===== src/hdl/counter_priority_task_scheduler_assert.svh =====
// ----------------------------------------------------------------------------
// Assertion macros for the counter/priority task scheduler
// Immediate and next-cycle implication checks on clk, disabled in reset.
// ----------------------------------------------------------------------------
`ifndef COUNTER_PRIORITY_TASK_SCHEDULER_ASSERT_SVH
`define COUNTER_PRIORITY_TASK_SCHEDULER_ASSERT_SVH

// check cons in the same cycle as ante
`define CPTS_ASSERT_IMP(lbl, ante, cons, msg) \
    lbl: assert property (@(posedge clk) disable iff (!rst_n) (ante) |-> (cons)) \
        else $error(msg);

// check cons in the cycle after ante
`define CPTS_ASSERT_NEXT(lbl, ante, cons, msg) \
    lbl: assert property (@(posedge clk) disable iff (!rst_n) (ante) |=> (cons)) \
        else $error(msg);

`endif


===== src/hdl/cpts_pkg.sv =====
// ----------------------------------------------------------------------------
// cpts_pkg
// Item, result and cell command types shared by the scheduler modules.
// ----------------------------------------------------------------------------
`default_nettype none

package cpts_pkg;

    localparam int TASK_W  = 4;
    localparam int SLICE_W = 8;
    localparam int PRIO_W  = 7;

    localparam logic FUNC_TICK  = 1'b0;
    localparam logic FUNC_WRITE = 1'b1;

    typedef struct packed {
        logic               func;
        logic [TASK_W-1:0]  task_index;
        logic [SLICE_W-1:0] slice_value;
        logic [PRIO_W-1:0]  priority_value;
        logic               present_value;
        logic               runnable_value;
    } item_t;

    typedef struct packed {
        logic [TASK_W-1:0]  running_task;
        logic               switched;
        logic [SLICE_W-1:0] running_slice;
        logic               refilled;
    } result_t;

    typedef struct packed {
        logic wr;
        logic dec;
        logic refill;
    } cell_cmd_t;

endpackage

`default_nettype wire


===== src/hdl/cpts_cell.sv =====
// ----------------------------------------------------------------------------
// cpts_cell
// One task entry of the scheduler chain: holds slice, priority and flags,
// applies write, decrement and refill commands, and passes the best
// candidate seen so far on to the next cell every cycle.
// ----------------------------------------------------------------------------
`default_nettype none

module cpts_cell #(
    parameter int IDX_W      = 4,
    parameter int CELL_INDEX = 1
) (
    input  wire logic                        clk,
    input  wire logic                        rst_n,
    input  wire cpts_pkg::cell_cmd_t         cmd,
    input  wire cpts_pkg::item_t             wdata,
    input  wire logic [cpts_pkg::SLICE_W-1:0] prev_slice,
    input  wire logic [IDX_W-1:0]            prev_index,
    output logic      [cpts_pkg::SLICE_W-1:0] best_slice,
    output logic      [IDX_W-1:0]            best_index,
    output logic      [cpts_pkg::SLICE_W-1:0] slice
);
    import cpts_pkg::*;

    localparam logic [IDX_W-1:0] MY_INDEX = IDX_W'(CELL_INDEX);

    logic [SLICE_W-1:0] slice_reg, slice_next;
    logic [PRIO_W-1:0]  prio_reg;
    logic               present_reg;
    logic               runnable_reg;
    logic [SLICE_W-1:0] best_slice_reg, best_slice_next;
    logic [IDX_W-1:0]   best_index_reg, best_index_next;
    logic               take;

    always_comb
    begin
        slice_next = slice_reg;
        priority if (cmd.wr)
        begin
            slice_next = wdata.slice_value;
        end
        else if (cmd.dec)
        begin
            if (slice_reg != '0)
            begin
                slice_next = slice_reg - SLICE_W'(1);
            end
        end
        else if (cmd.refill && present_reg)
        begin
            slice_next = {1'b0, slice_reg[SLICE_W-1:1]}
                       + {{(SLICE_W-PRIO_W){1'b0}}, prio_reg};
        end
        else
        begin
            slice_next = slice_reg;
        end
    end

    always_comb
    begin
        take = present_reg && runnable_reg && (slice_reg != '0)
            && (slice_reg >= prev_slice);
        best_slice_next = take ? slice_reg : prev_slice;
        best_index_next = take ? MY_INDEX  : prev_index;
    end

    always_ff @(posedge clk or negedge rst_n)
    begin
        if (!rst_n)
        begin
            slice_reg      <= '0;
            prio_reg       <= '0;
            present_reg    <= 1'b0;
            runnable_reg   <= 1'b0;
            best_slice_reg <= '0;
            best_index_reg <= '0;
        end
        else
        begin
            slice_reg      <= slice_next;
            best_slice_reg <= best_slice_next;
            best_index_reg <= best_index_next;
            if (cmd.wr)
            begin
                prio_reg     <= wdata.priority_value;
                present_reg  <= wdata.present_value;
                runnable_reg <= wdata.runnable_value;
            end
        end
    end

    assign best_slice = best_slice_reg;
    assign best_index = best_index_reg;
    assign slice      = slice_reg;

endmodule

`default_nettype wire


===== src/hdl/counter_priority_task_scheduler.sv =====
// ----------------------------------------------------------------------------
// counter_priority_task_scheduler
// Counter/priority task scheduler built as a chain of task cells with a
// small sequencer for tick, write, scan and refill.
//
// Channel   Ports                  Handshake
// item in   start, busy, item      taken when start && !busy
// result    done, result           one-cycle strobe, no back-pressure
//
// Write item: after accept, EXEC then REPORT, then done.
// Tick item: each scan waits for the candidate to ripple through the
// cell chain, and a refill adds a second scan.
// One item at a time: busy stays high from accept until done.
// Reset clears all entries and selects the idle task at once.
// ----------------------------------------------------------------------------
`default_nettype none

module counter_priority_task_scheduler #(
    parameter int NUM_TASKS = 16
) (
    input  wire logic              clk,
    input  wire logic              rst_n,
    input  wire logic              start,
    output logic                   busy,
    input  wire cpts_pkg::item_t   item,
    output logic                   done,
    output cpts_pkg::result_t      result
);
    import cpts_pkg::*;

    localparam int IDX_W = $clog2(NUM_TASKS);
    localparam int CNT_W = $clog2(NUM_TASKS);
    localparam logic [CNT_W-1:0] SCAN_LAST = CNT_W'(NUM_TASKS - 1);

    typedef enum logic [2:0] {
        ST_IDLE,
        ST_EXEC,
        ST_CHECK,
        ST_SCAN,
        ST_REFILL,
        ST_REPORT
    } state_t;

    state_t             state_reg;
    item_t              item_reg;
    logic [IDX_W-1:0]   current_reg;
    logic [CNT_W-1:0]   cnt_reg;
    logic               switched_reg;
    logic               refilled_reg;
    logic               done_reg;
    result_t            result_reg;

    logic [SLICE_W-1:0] slice_arr [NUM_TASKS];
    logic [SLICE_W-1:0] bs_arr    [NUM_TASKS];
    logic [IDX_W-1:0]   bi_arr    [NUM_TASKS];
    cell_cmd_t          cmd_arr   [NUM_TASKS];
    logic [SLICE_W-1:0] cur_slice;
    logic               is_write;

    assign is_write  = (item_reg.func == FUNC_WRITE);
    assign cur_slice = slice_arr[current_reg];

    assign slice_arr[0] = '0;
    assign bs_arr[0]    = '0;
    assign bi_arr[0]    = '0;
    assign cmd_arr[0]   = '0;

    for (genvar i = 1; i < NUM_TASKS; i++)
    begin : g_cell
        always_comb
        begin
            cmd_arr[i].wr     = (state_reg == ST_EXEC) && is_write
                             && (int'(item_reg.task_index) == i);
            cmd_arr[i].dec    = (state_reg == ST_EXEC) && !is_write
                             && (current_reg == IDX_W'(i));
            cmd_arr[i].refill = (state_reg == ST_REFILL);
        end

        cpts_cell #(
            .IDX_W      (IDX_W),
            .CELL_INDEX (i)
        ) u_cell (
            .clk        (clk),
            .rst_n      (rst_n),
            .cmd        (cmd_arr[i]),
            .wdata      (item_reg),
            .prev_slice (bs_arr[i-1]),
            .prev_index (bi_arr[i-1]),
            .best_slice (bs_arr[i]),
            .best_index (bi_arr[i]),
            .slice      (slice_arr[i])
        );
    end

    always_ff @(posedge clk or negedge rst_n)
    begin
        if (!rst_n)
        begin
            state_reg    <= ST_IDLE;
            item_reg     <= '0;
            current_reg  <= '0;
            cnt_reg      <= '0;
            switched_reg <= 1'b0;
            refilled_reg <= 1'b0;
            done_reg     <= 1'b0;
            result_reg   <= '0;
        end
        else
        begin
            done_reg <= 1'b0;
            unique case (state_reg)
                ST_IDLE:
                begin
                    if (start)
                    begin
                        item_reg     <= item;
                        switched_reg <= 1'b0;
                        refilled_reg <= 1'b0;
                        state_reg    <= ST_EXEC;
                    end
                end
                ST_EXEC:
                begin
                    cnt_reg <= '0;
                    priority if (is_write)
                    begin
                        state_reg <= ST_REPORT;
                    end
                    else if (current_reg == '0)
                    begin
                        state_reg <= ST_SCAN;
                    end
                    else
                    begin
                        state_reg <= ST_CHECK;
                    end
                end
                ST_CHECK:
                begin
                    state_reg <= (cur_slice == '0) ? ST_SCAN : ST_REPORT;
                end
                ST_SCAN:
                begin
                    if (cnt_reg != SCAN_LAST)
                    begin
                        cnt_reg <= cnt_reg + CNT_W'(1);
                    end
                    else if ((bi_arr[NUM_TASKS-1] == '0) && !refilled_reg)
                    begin
                        state_reg <= ST_REFILL;
                    end
                    else
                    begin
                        switched_reg <= (bi_arr[NUM_TASKS-1] != current_reg);
                        current_reg  <= bi_arr[NUM_TASKS-1];
                        state_reg    <= ST_REPORT;
                    end
                end
                ST_REFILL:
                begin
                    refilled_reg <= 1'b1;
                    cnt_reg      <= '0;
                    state_reg    <= ST_SCAN;
                end
                ST_REPORT:
                begin
                    result_reg.running_task  <= TASK_W'(current_reg);
                    result_reg.switched      <= switched_reg;
                    result_reg.running_slice <= cur_slice;
                    result_reg.refilled      <= refilled_reg;
                    done_reg                 <= 1'b1;
                    state_reg                <= ST_IDLE;
                end
                default:
                begin
                    state_reg <= ST_IDLE;
                end
            endcase
        end
    end

    assign busy   = (state_reg != ST_IDLE);
    assign done   = done_reg;
    assign result = result_reg;

`include "counter_priority_task_scheduler_assert.svh"

    `CPTS_ASSERT_IMP(a_done_idle, done, !busy, "result strobe while busy")
    `CPTS_ASSERT_NEXT(a_accept_busy, start && !busy, busy, "item accepted but not busy")
    `CPTS_ASSERT_IMP(a_write_quiet, done && is_write,
        !result.switched && !result.refilled, "write item reported switch or refill")
    `CPTS_ASSERT_IMP(a_idle_slice, done && (result.running_task == '0),
        result.running_slice == '0, "idle task reported a nonzero slice")

endmodule

`default_nettype wire


===== config.mk =====
export PLATFORM = sky130hd
export DESIGN_NAME = counter_priority_task_scheduler
export DESIGN_NICKNAME = d
export VERILOG_FILES = /design/src/hdl/cpts_pkg.sv /design/src/hdl/cpts_cell.sv /design/src/hdl/counter_priority_task_scheduler.sv
export VERILOG_INCLUDE_DIRS = /design/src /design/src/hdl
export SDC_FILE = /design/constraint.sdc
export NUM_CORES = 1
export LEC_CHECK = 0
export BUFFER_PORTS_ARGS = -buffer_cell sky130_fd_sc_hd__buf_2
export CAP_MARGIN = 40
export CORE_AREA = 2 2 283 229
export DETAILED_ROUTE_END_ITERATION = 10
export DIE_AREA = 0 0 285 231
export GPL_TIMING_DRIVEN = 0
export PLACE_DENSITY = 0.65
export SYNTH_ARGS = -nofsm -noshare
export SYNTH_HDL_FRONTEND = slang
export SYNTH_SLANG_ARGS = --single-unit

===== constraint.sdc =====
create_clock -name clk -period 4.45 [get_ports clk]
set_clock_uncertainty 0.1 [all_clocks]
set_input_delay 0.89 -clock clk [delete_from_list [all_inputs] [get_ports clk]]
set_output_delay 0.89 -clock clk [all_outputs]
set_load 0.01 [all_outputs]

## Word level (Yosys, flattened, before mapping)

Cells that the tools add are included.

- Add/sub/neg operators: 31
- $lt $le $gt $ge: 16
- Equality and inequality tests: 56
- Muxes and demuxes: 107
- Bitwise operators: 3
- Reduce and logical (&&, ||, !) cells: 155

Operators with widths:

| cell | number |
|---|---|
| 8-bit two-way mux | 76 |
| 7-bit by 7-bit adder with 8-bit output | 15 |
| 8-bit nonzero test | 15 |
| 8-bit by 1-bit subtractor with 8-bit output, second input constant | 15 |
| 8-bit greater-or-equal comparator | 14 |
| 1-bit logical AND | 93 |
| 4-bit equality test, second input constant | 16 |
| 4-bit two-way mux | 15 |
| 3-bit nonzero test | 16 |
| 3-bit by 1-bit inequality test with 1-bit output, second input constant | 15 |
| 2-bit AND reduction | 19 |
| 8-bit binary-select mux with 4-bit select | 1 |
| 4-bit by 3-bit equality test with 1-bit output, second input constant | 8 |
| 4-bit by 2-bit equality test with 1-bit output, second input constant | 4 |
| 3-bit case mux with 5 select lines | 1 |
| 3-bit two-way mux | 4 |
| 4-bit by 1-bit equality test with 1-bit output, second input constant | 2 |
| 8-bit by 1-bit greater-or-equal comparator with 1-bit output, second input constant | 1 |
| 4-bit logical NOT | 2 |
| 8-bit logical NOT | 1 |
| 2-bit inequality test, second input constant | 4 |
| 4-bit case mux with 2 select lines | 1 |
| 1-bit two-way mux | 7 |
| 3-bit by 2-bit equality test with 1-bit output, second input constant | 2 |
| 15 further kinds | 21 |

- Register bits: 477
- Bits of input ports: 25
- Output and inout port bits: 16
- Logic and storage cells: 473

## Longest topological paths before layout

- Depth after elaboration: 7
- Mapped depth: 11
- Depth with buffers taken out: 10

## By module

From an unflattened synthesis, not the netlist that was laid out.

- Cell total of the unflattened synthesis: 3,076
- Area total of the unflattened synthesis: 31,884.3 um^2

Modules (own cells, without submodules):

| module | times used | cells each | area an instance (um^2) | sequential area each (um^2) |
|---|---|---|---|---|
| cpts_cell (g_cell[1].u_cell ...) | 3 | 185 | 1,918.1 | 725.7 |
| cpts_cell (g_cell[6].u_cell ...) | 2 | 183 | 1,919.3 | 725.7 |
| cpts_cell (g_cell[12].u_cell ...) | 2 | 186 | 1,901.8 | 725.7 |
| cpts_cell (g_cell[10].u_cell ...) | 2 | 185 | 1,888.1 | 725.7 |
| cpts_cell (g_cell[11].u_cell ...) | 2 | 185 | 1,886.8 | 725.7 |
| counter_priority_task_scheduler | 1 | 310 | 3,347.0 | 1,251.2 |
| cpts_cell (g_cell[8].u_cell) | 1 | 183 | 1,920.6 | 725.7 |
| cpts_cell (g_cell[7].u_cell) | 1 | 183 | 1,909.3 | 725.7 |
| cpts_cell (g_cell[15].u_cell) | 1 | 185 | 1,894.3 | 725.7 |
| cpts_cell (g_cell[5].u_cell) | 1 | 182 | 1,866.8 | 725.7 |

## Worst setup path before layout

Ideal clock, no wire load.

- Path type: reg-to-reg
- Start point: register g_cell[7].u_cell.slice_reg[0]
- End point: register g_cell[7].u_cell.best_slice_reg[4]
- Library setup time: 126 ps
- Arrival: 2,580 ps
- Required time: 4,224 ps
- Slack: 1,644 ps
- Cell stages (with the launch flop): 12
- Path buffers: 2
- Clock period less this slack: 2,806 ps
- Path through: dfrtp_1 inv_1 ha_1 or3b_4 or3_1 or3_4 and3_4 buf_6 buf_6 nand3_1 nor2_1 a311o_1

- Word-level cells in the longest chain between the ends: 4
- Elaborated cells on any way between the ends: 5
- Classes of those cells: order compare (1); mux (1); reduce/logical (3)

RTL lines:

| what | line | text |
|---|---|---|
| from (decl) | cpts_cell.sv:27 | `logic [SLICE_W-1:0] slice_reg, slice_next;` |
| from (signal assigned) | cpts_cell.sv:81 | `slice_reg <= slice_next;` |
| parallel branches: the longest is 2 deep, another holds 8-bit greater-or-equal comparator | -- |  |
| 1-bit logical AND * | cpts_cell.sv:63 | `&& (slice_reg >= prev_slice);` |
| 8-bit two-way mux * | cpts_cell.sv:64 | `best_slice_next = take ? slice_reg : prev_slice;` |
| named net g_cell[7].u_cell.best_slice_next[4] | cpts_cell.sv:31 | `logic [SLICE_W-1:0] best_slice_reg, best_slice_next;` |
| to (signal assigned) | cpts_cell.sv:82 | `best_slice_reg <= best_slice_next;` |
| to (decl) | cpts_cell.sv:31 |  |

Mark *: on every way through the listed nets, which the timed path passes.
A chain may end at the register's enable or synchronous reset.

## Worst setup path after layout

- Start point: register current_reg[1]
- End point: register state_reg[2]

- Word-level cells in the longest chain between the ends: 7

RTL lines:

| what | line | text |
|---|---|---|
| from (decl) | counter_priority_task_scheduler.sv:46 | `logic [IDX_W-1:0] current_reg;` |
| from (signal assigned) | counter_priority_task_scheduler.sv:155 | `current_reg <= bi_arr[NUM_TASKS-1];` |
| 4-bit inverter with 5-bit output (implied by the code) | counter_priority_task_scheduler.sv:61 | `assign cur_slice = slice_arr[current_reg];` |
| 8-bit binary-select mux with 4-bit select | counter_priority_task_scheduler.sv:61 |  |
| 8-bit two-way mux (implied by the code) (2 in series) | counter_priority_task_scheduler.sv:61 |  |
| 8-bit logical NOT | counter_priority_task_scheduler.sv:140 | `state_reg <= (cur_slice == '0) ? ST_SCAN : ST_REPORT;` |
| 3-bit two-way mux | counter_priority_task_scheduler.sv:140 |  |
| 3-bit case mux with 5 select lines | counter_priority_task_scheduler.sv:111 | `unique case (state_reg)` |
| to (signal assigned) | counter_priority_task_scheduler.sv:140 |  |
| to (decl) | counter_priority_task_scheduler.sv:44 | `state_t state_reg;` |

No other way between the ends. The select of a mux whose other input is x is not followed.

==> metrics.txt <==
# TYPE chip_impl_metric gauge
chip_impl_metric{name="fp.coreArea",unit="µm²"} 63300
chip_impl_info{name="endpoint",value="state_reg[2]"} 1
chip_impl_metric{name="place_congestion",unit=""} 0.971
chip_impl_metric{name="max_slew_vio_count",unit=""} 0
chip_impl_metric{name="ys_seq_elements",unit=""} 466
chip_impl_metric{name="final_hold_viol_count",unit=""} 0
chip_impl_metric{name="postSynth.asyncResetShare",unit="%"} 100
chip_impl_metric{name="num-nets-final",unit=""} 3933
chip_impl_metric{name="crit_fanout",unit=""} 10
chip_impl_metric{name="dp.cells",unit=""} 4453
chip_impl_metric{name="grt.total_usage",unit="%"} 31.1
chip_impl_metric{name="insertion_delay",unit="ns"} 0.62
chip_impl_metric{name="dp_hpwl",unit="mm"} 76.2
chip_impl_info{name="synth_ff_type",value="dfrtp_1"} 1
chip_impl_metric{name="cts_made_buffers",unit=""} 50
chip_impl_info{name="buffer_type_at_the_clock_tree_root",value="clkbuf_16"} 1
chip_impl_metric{name="final_min_period_over_clock_period",unit="%"} 97.6
chip_impl_info{name="criticalPathCategory",value="register to register"} 1
chip_impl_metric{name="antenna_found_initial",unit=""} 4
chip_impl_metric{name="fillCellCount",unit=""} 5823
chip_impl_metric{name="routedWlPerCell",unit="µm"} 22.5
chip_impl_metric{name="port_buffers",unit=""} 40
chip_impl_metric{name="cts_num_sinks",unit=""} 466
chip_impl_metric{name="max_cap_viol_count",unit=""} 0
chip_impl_metric{name="post-route-min-period",unit="ns"} 4.34
chip_impl_metric{name="largest_reg_flops",unit=""} 120
chip_impl_metric{name="least_margin_pin_slew",unit="ns"} 0.988
chip_impl_metric{name="initialDrtViolationCount",unit=""} 3513
chip_impl_metric{name="worstPathArrival",unit="ns"} 4.72
chip_impl_info{name="kind_of_start_point_of_the_critical_path",value="register"} 1
chip_impl_metric{name="route.detailed.vias_per_inst",unit=""} 6.11
chip_impl_info{name="worstReg2RegEnd",value="state_reg[2]"} 1
chip_impl_metric{name="post_synth_instance_area",unit="µm²"} 31200
chip_impl_metric{name="layoutNonFillerInstCount",unit=""} 4547
chip_impl_metric{name="syn-mean-instance-area",unit="µm²"} 8.82
chip_impl_info{name="outcome",value="finished, final reports clean"} 1
chip_impl_info{name="grt_setup_unrepaired",value="no"} 1
chip_impl_info{name="critical_path.endpoint_type",value="register"} 1
chip_impl_metric{name="slew_headroom",unit="%"} 33.9
chip_impl_info{name="r2r-start",value="current_reg[1]"} 1
chip_impl_metric{name="syn-num-nets",unit=""} 3811
chip_impl_info{name="hold_path.class",value="primary input to asynchronous set/reset pin"} 1
chip_impl_metric{name="yosys.cell_types.count",unit=""} 75
chip_impl_metric{name="final_layout_size_suffix_gt1_share",unit="%"} 8.44
chip_impl_metric{name="route.detailed.drc",unit=""} 0
chip_impl_metric{name="multi_input_area",unit="µm²"} 18000
chip_impl_metric{name="sequential_area_share_after_synthesis",unit="%"} 37.4
chip_impl_metric{name="via_count",unit=""} 27800
chip_impl_metric{name="global_route.overflow_total",unit=""} 0
chip_impl_metric{name="peakVddDrop",unit="µV"} 476
chip_impl_metric{name="die_width",unit="µm"} 285
chip_impl_metric{name="dr.pass1.iters",unit=""} 6
chip_impl_metric{name="fin_util",unit="%"} 54.7
chip_impl_metric{name="ctsLongestPathBuffers",unit=""} 3
chip_impl_metric{name="power.density",unit="nW/µm²"} 662
chip_impl_metric{name="sequential_cell_area",unit="µm²"} 11700
chip_impl_metric{name="grt_start_max_net_pins",unit=""} 122
chip_impl_metric{name="postCtsResizedCells",unit=""} 0
chip_impl_metric{name="fp-row-count",unit=""} 83
chip_impl_info{name="cp-startpoint",value="current_reg[1]"} 1
chip_impl_metric{name="timing.reg2reg.setup_slack",unit="ns"} 0.11
chip_impl_metric{name="area_growth_syn_to_layout",unit="%"} 11.1
chip_impl_metric{name="maxClockFrequency",unit="MHz"} 230
chip_impl_metric{name="cellLeakagePower",unit="nW"} 15.9
chip_impl_metric{name="global_route_wire_length_before_repair",unit="mm"} 158
chip_impl_metric{name="synthesis.instances",unit=""} 3533
chip_impl_metric{name="wirelength",unit="mm"} 102
chip_impl_metric{name="postRouteAntennaNets",unit=""} 0
chip_impl_metric{name="die-height",unit="µm"} 231
chip_impl_metric{name="report.final.setup_viol",unit=""} 0
chip_impl_metric{name="io_pins",unit=""} 41
chip_impl_metric{name="hold_buffers",unit=""} 0
chip_impl_metric{name="first_global_vias",unit=""} 25900
chip_impl_metric{name="post-cts-setup-buffers",unit=""} 0
chip_impl_metric{name="htreeDepth",unit=""} 2
chip_impl_metric{name="synth-edff-count",unit=""} 0
chip_impl_metric{name="worst_ep_required_time",unit="ns"} 4.82
chip_impl_metric{name="rr_worst_depth",unit=""} 8
chip_impl_metric{name="effective_utilization_at_floorplan",unit="%"} 49.2
chip_impl_info{name="tritoncts",value="yes"} 1
chip_impl_metric{name="ys_warn_count",unit=""} 0
chip_impl_metric{name="clk_pin_slew_worst_paths",unit="ns"} 0.07
chip_impl_metric{name="floorplan.die_area",unit="µm²"} 65800
## worst max-delay path, stage by stage, from the launching register on
cell and delay (ns):
dfrtp_1 0.41, buf_2 0.35, buf_1 0.64, buf_1 0.74
mux4_2 0.48, a221o_1 0.40, nor4_1 0.81, nand2_1 0.12
o2bb2ai_1 0.16
## metal layers
layer | up-vias | GRT usage (%) | part of all wire, %
li1 | 12900 | - | -
met1 | 13500 | 47.3 | 46
met2 | 1222 | 43.6 | 40
met3 | 195 | 7.08 | 11
met4 | 0 | 9.38 | 3.3
met5 | - | 0 | 0
## logic make-up after synthesis
logic type,count (synthesis),share of synthesized area [%]
AOI/OAI and AO/OA,814,18.1
xor gates and xnor gates,145,4.07
adders and majority gates,253,10.5
buffers and inverters,399,4.99
DFF,466,37.4
muxes,124,5.29
and+or+nand+nor,1332,19.6
## stage by stage
step | hold slack [ns] | setup slack [ns] | instance area, µm² | total power [W] | setup TNS (ns)
final | 0.109 | 0.106 | 34600 | 0.0229 | 0
after global routing | 0.165 | 0.0466 | 34600 | 0.0244 | 0
after floorplan | 0.304 | 1.64 | 31200 | 0.0143 | 0
after detailed placement | 0.316 | 0.267 | 32900 | 0.0181 | 0
after global placement | 0.314 | -7.20 | 32400 | 0.0177 | -3322.74
after CTS | 0.120 | 0.269 | 34600 | 0.0227 | 0
## how the worst min path moves through the flow
stage,startpoint,to,slack (ns),cells after the start
6_report,rst_n,g_cell[3].u_cell.slice[1],0.11,1
5_1_grt,rst_n,g_cell[3].u_cell.slice[1],0.16,1
3_5_place_dp,g_cell[2].u_cell.best_index[1],g_cell[3].u_cell.best_index[1],0.32,1
4_1_cts,rst_n,g_cell[3].u_cell.slice[4],0.12,1
2_1_floorplan,g_cell[2].u_cell.best_index[0],g_cell[3].u_cell.best_index[0],0.30,1
3_3_place_gp,g_cell[2].u_cell.best_index[0],g_cell[3].u_cell.best_index[0],0.31,1
## Yosys cell counts, drive strengths merged, types with 29 or more instances
master | instances | area (µm²)
a211oi | 32 | 240
a21o | 69 | 518
a21oi | 140 | 701
a311o | 29 | 290
a31oi | 35 | 219
buf | 36 | 191
clkbuf | 154 | 579
dfrtp | 466 | 11700
ha | 238 | 2980
inv | 209 | 785
mux2 | 85 | 957
nand2 | 586 | 2200
nand3 | 277 | 1390
nor2 | 198 | 743
nor2b | 46 | 288
nor3 | 37 | 190
o211ai | 111 | 833
o21ai | 167 | 836
o311a | 47 | 470
or3 | 33 | 211
xnor2 | 93 | 815
xor2 | 52 | 455
## area by class of cell
class,instances,area share (%)
multi-input combinational,2668,51.9
sequential,466,33.7
clock buffer,72,4.32
tap,850,3.07
inverter,209,2.26
buffer,190,2.23
timing repair buffer,70,1.89
clock inverter,20,0.697
antenna,2,0.0144
## power by group
part	leakage [nW]	internal [W]	switching, W
logic	8.74	0.00438	0.00685
clock network	0.849	0.00262	0.00182
registers	6.32	0.00537	0.00190
## placed cells by master, fill, tap and decap left out, types with 93 or more instances in the layout
| master | netlist | final |
|---|---|---|
| nand2_1 | 586 | 586 |
| a21oi_1 | 140 | 140 |
| dfrtp_1 | 466 | 466 |
| xnor2_1 | 93 | 93 |
| o211ai_1 | 111 | 111 |
| o21ai_0 | 167 | 167 |
| clkbuf_1 | 153 | 160 |
| nor2_1 | 198 | 197 |
| inv_1 | 207 | 207 |
| nand3_1 | 277 | 277 |
| ha_1 | 238 | 238 |
No activity file was read; power rests on OpenSTA's default activity.
